==> src/design/adl_pkg.sv <==
// Shared constants, status codes and the frame snapshot type of the Adler-32 frame checker.
`timescale 1ns / 1ps
`default_nettype none
package adl_pkg;

	localparam int MAX_FRAME_LEN = 65536;
	localparam int CNT_W = $clog2(MAX_FRAME_LEN + 1);
	localparam int WIDE_W = ((CNT_W > 32) ? CNT_W : 32) + 2;
	localparam int HDR_BYTES = 4;

	localparam logic [16:0] ADLER_MOD = 17'd65521;
	localparam logic [CNT_W-1:0] MAX_LEN_C = CNT_W'(MAX_FRAME_LEN);
	localparam logic [CNT_W-1:0] MIN_FRAME = CNT_W'(10);
	localparam logic [CNT_W-1:0] HDR_LEN = CNT_W'(HDR_BYTES);
	localparam logic signed [WIDE_W-1:0] MIN_NAME = WIDE_W'(2);
	localparam logic signed [WIDE_W-1:0] TRAILER_LEN = WIDE_W'(8);

	typedef enum logic [1:0] {
		ST_OK       = 2'd0,
		ST_SHORT    = 2'd1,
		ST_MISMATCH = 2'd2,
		ST_BAD_NAME = 2'd3
	} status_t;

	typedef struct packed {
		logic [15:0]      sum_high;
		logic [15:0]      sum_low;
		logic [31:0]      expected;
		logic [31:0]      header;
		logic [CNT_W-1:0] len;
	} frame_snap_t;

endpackage
`default_nettype wire

==> src/design/adl_accum.sv <==
// Running Adler-32 sums, four-byte tail delay line, header word and byte counter of one frame.
`timescale 1ns / 1ps
`default_nettype none
module adl_accum (
	input  wire logic               clk,
	input  wire logic               arst_n,
	input  wire logic               en,
	input  wire logic [7:0]         data_byte,
	input  wire logic               last,
	output adl_pkg::frame_snap_t    snap
);

	logic [15:0]                 sum_low_q;
	logic [15:0]                 sum_high_q;
	logic [adl_pkg::CNT_W-1:0]   count_q;
	logic [7:0]                  tail_q [4];
	logic [31:0]                 header_q;

	logic [16:0]                 low_add;
	logic [16:0]                 high_add;
	logic [15:0]                 low_n;
	logic [15:0]                 high_n;
	logic                        in_header;
	logic [adl_pkg::CNT_W-1:0]   count_n;
	logic [31:0]                 header_n;

	always_comb begin
		in_header = count_q < adl_pkg::HDR_LEN;
		low_add = {1'b0, sum_low_q} + {9'b0, tail_q[0]};
		if (low_add >= adl_pkg::ADLER_MOD) begin
			low_add = low_add - adl_pkg::ADLER_MOD;
		end
		high_add = {1'b0, sum_high_q} + low_add;
		if (high_add >= adl_pkg::ADLER_MOD) begin
			high_add = high_add - adl_pkg::ADLER_MOD;
		end
		if (in_header) begin
			low_n = sum_low_q;
			high_n = sum_high_q;
			header_n = {header_q[23:0], data_byte};
		end else begin
			low_n = low_add[15:0];
			high_n = high_add[15:0];
			header_n = header_q;
		end
		if (count_q < adl_pkg::MAX_LEN_C) begin
			count_n = count_q + 1'b1;
		end else begin
			count_n = count_q;
		end
		snap.sum_low = low_n;
		snap.sum_high = high_n;
		snap.expected = {tail_q[1], tail_q[2], tail_q[3], data_byte};
		snap.header = header_n;
		snap.len = count_n;
	end

	always_ff @(posedge clk or negedge arst_n) begin
		if (!arst_n) begin
			sum_low_q <= 16'd1;
			sum_high_q <= 16'd0;
			count_q <= '0;
			header_q <= '0;
			tail_q[0] <= '0;
			tail_q[1] <= '0;
			tail_q[2] <= '0;
			tail_q[3] <= '0;
		end else if (en) begin
			if (last) begin
				sum_low_q <= 16'd1;
				sum_high_q <= 16'd0;
				count_q <= '0;
				header_q <= '0;
				tail_q[0] <= '0;
				tail_q[1] <= '0;
				tail_q[2] <= '0;
				tail_q[3] <= '0;
			end else begin
				sum_low_q <= low_n;
				sum_high_q <= high_n;
				count_q <= count_n;
				header_q <= header_n;
				tail_q[0] <= tail_q[1];
				tail_q[1] <= tail_q[2];
				tail_q[2] <= tail_q[3];
				tail_q[3] <= data_byte;
			end
		end
	end

endmodule
`default_nettype wire

==> config.mk <==
export PLATFORM = sky130hd
export DESIGN_NAME = adl_accum
export DESIGN_NICKNAME = d
export VERILOG_FILES = /design/src/design/adl_pkg.sv /design/src/design/adl_accum.sv
export SDC_FILE = /design/constraint.sdc
export NUM_CORES = 1
export LEC_CHECK = 0
export BUFFER_PORTS_ARGS = -buffer_cell sky130_fd_sc_hd__buf_4
export CORE_MARGIN = 4
export CORE_UTILIZATION = 59
export DETAILED_ROUTE_END_ITERATION = 10
export PLACE_DENSITY = 0.82
export SLEW_MARGIN = 20
export SYNTH_ARGS = -nofsm -noshare
export SYNTH_HDL_FRONTEND = slang
export SYNTH_SLANG_ARGS = --single-unit
export TNS_END_PERCENT = 5
==> constraint.sdc <==
create_clock -name clk -period 9.05 [get_ports clk]
set_clock_uncertainty 0.05 [all_clocks]
set_input_delay 1.3575 -clock clk [delete_from_list [all_inputs] [get_ports clk]]
set_output_delay 1.3575 -clock clk [all_outputs]
set_load 0.05 [all_outputs]
==> metrics.txt <==
cell count after synthesis=1,004; share of cells above drive strength 1=19.6%; most frequent cells after synthesis=174 x nand2_1, 112 x dfrtp_1, 54 x a22o_1; Max Clk Rate=116 MHz; top post-synthesis cells by area=dfrtp_1 33%, nand2_1 7.7%, a22o_1 5.6%; TNS Setup=0 ns; area delta synth->final=15.7%; Residual DRC=0; post-route cell area=9750 um2; wire per inst=18.4 um; CP Capture Type=output port; area fraction of the dominant cell type after synthesis=33.3%; DR vias/cell=6.27; Post-DP HPWL=15,500 um; synthesized area=8430 um2; Clock Sink Count=113; crit path DAT=7.23 ns; n_diodes=0; die area=16,300 um2; peak supply drop=0.133 mV; power consumption=1.49 mW; Slew Limit Headroom=36.3%; syn avg cell area=8.39 um2; number of H-tree levels=4; total core area=13,900 um2; Ys Warns=0; Worst-path clk slew=0.06 ns; 1st-iter DRT viols=882; final WL=23,000 um; Setup-failing EPs final=0; FF+latch count, synth=113; post-synth cell types=78; leak pwr=4.77 nW; clk_lat worst skew=0.42 ns; drt pass-1 iters=7; Root Driver=clkbuf_16; first-pass GRT wire length=36,600 um; Startpoint Class=flop; Worst Max-Slew Pin Slew=0.956 ns; sequential share of the synthesized area=33.6%; worst reg2reg setup slack=2.31 ns; Period minus WS final=8.64 ns; asr flop ratio synth=100%; Power Dens Cells=153 nW/um2; CTS buffer count=17; DP Area=9130 um2; antenna viol nets, final=0; FP Rows=43; CTS tree=done; final worst-path cycle share=95.5%; antenna violations before repair=0; Horiz. Die Dim=128 um; routability congestion estimate=0.985; routed vias=7,854; Ports=125; vias in the first global route=7,335; PortBufs=124; nets=1,104; Final Hold Vio Count=0; Min-Delay Path Class=flop to flop; outcome=finished, final reports clean; die span in y=128 um; Post-synth EDFFs=0; prevailing post-synth register cell=dfrtp_1; area leader, netlist=dfrtp_1; most frequent cell after synthesis=nand2_1; net count after synthesis=1,048; Starting Density=60.5%; Total GRT Usage=27.6%; WP data required=7.64 ns; Maximum Capacitance Violations=0; Max clock buf depth=2; GR Overflow Total=0; largest net degree at the start of global routing=84; CP max FO=24; fin util=70.0%; Slew Viols, Final=0; Crit Path Category=flop to output port
==> worst max-delay path, stage by stage (launching register included) <==
cell      delay [ns]
dfrtp_1         0.38
ha_1            0.24
fa_1            0.48
a211oi_4        0.35
o31ai_4         0.13
o21a_1          0.23
xnor2_1         0.22
nand3_2         0.16
or4_1           0.67
nand2_1         0.19
xnor2_1         0.21
ha_1            0.27
inv_1           0.07
fa_1            0.41
and3b_1         0.25
nor2_1          0.07
o21a_1          0.21
xor2_1          0.21
or4_4           0.58
nand4b_4        0.21
nor4_4          0.39
buf_4           0.32
nor3_1          0.10
o31ai_1         0.21
buf_4           0.24
==> per-layer routing <==
layer  vias to the layer above  global-route usage (%)  wire [um]
met3                        45                    6.35       1900
met4                         0                    11.9        537
met5                         -                       0          0
met1                      3742                    37.6       9790
met2                       331                    42.4      10800
li1                       3736                       -          -
==> final timing paths <==
path / startpoint / to / cells after the start
worst max-delay path: tail_q[24]$_DFFE_PN0P_ / snap[97] / 24
worst min-delay path: tail_q[30]$_DFFE_PN0P_ / tail_q[30]$_DFFE_PN0P_ / 2
worst max register to register: tail_q[24]$_DFFE_PN0P_ / sum_high_q[0]$_DFFE_PN0P_ / 23
worst min register to register: tail_q[30]$_DFFE_PN0P_ / tail_q[30]$_DFFE_PN0P_ / 2
max in group asynchronous: arst_n / sum_low_q[10]$_DFFE_PN0P_ / 2
min in group asynchronous: arst_n / sum_high_q[2]$_DFFE_PN0P_ / 1
==> cell families (layout without fill, tap and decap cells) <==
logic type / after synthesis / after routing / share of synthesized area (%)
and+or+nand+nor: 392 / 392 / 23.1
DFF: 113 / 113 / 33.6
adders and majority gates: 32 / 32 / 4.93
muxes: 8 / 8 / 1.02
AOI/OAI and AO/OA: 268 / 268 / 23.5
buffers and inverters: 137 / 206 / 8.15
xor gates and xnor gates: 54 / 54 / 5.79
==> layout by cell type, fill, tap and decap left out, drive strengths merged, types with 12 or more instances in the layout <==
cell	instances
or4	20
a21o	12
nand3b	17
nor3	20
inv	43
buf	138
nand2	175
clkbuf	17
ha	30
a22o	54
xnor2	35
o211ai	19
o21ai	51
nor2	52
dfrtp	112
xor2	19
nand3	39
nand4	19
o31ai	23
a21oi	38
==> timing repair <==
action | 4_1_cts | 5_1_grt
buffers inserted | 0 | 2
setup endpoints to repair | 0 | 15
hold buffers | 0 | 0
resized for setup | 0 | 6
endpoints found under the hold margin | 0 | 0
==> registers in the layout (all words and copies together), names as in the netlist <==
register    flops
header_q       32
snap           24
count_q        17
sum_high_q     16
sum_low_q      16
tail_q          8
==> final cells by class <==
class,instances,area (um2)
timing repair buffer,138,1050
multi-input combinational,754,4960
clock inverter,15,128
fill,1127,4180
tap,180,225
sequential,113,2830
clock buffer,17,425
inverter,36,135
==> power breakdown <==
part           internal [mW]  switching, mW  total, mW
Combinational         0.0853          0.233      0.318
Clock                  0.358          0.268      0.626
Sequential             0.527         0.0187      0.546
Total                  0.970          0.520       1.49
==> metrics by stage <==
step | instances | hold slack (ns) | setup WS (ns)
3_5_place_dp | 1218 | 0.424 | 0.705
4_1_cts | 1250 | 0.438 | 0.175
3_3_place_gp | 1218 | 0.416 | 0.912
2_1_floorplan | 1004 | 0.399 | 0.463
6_report | 1253 | 0.434 | 0.410
5_1_grt | 1253 | 0.460 | -0.00877
Power figures use the tool's default switching activity.
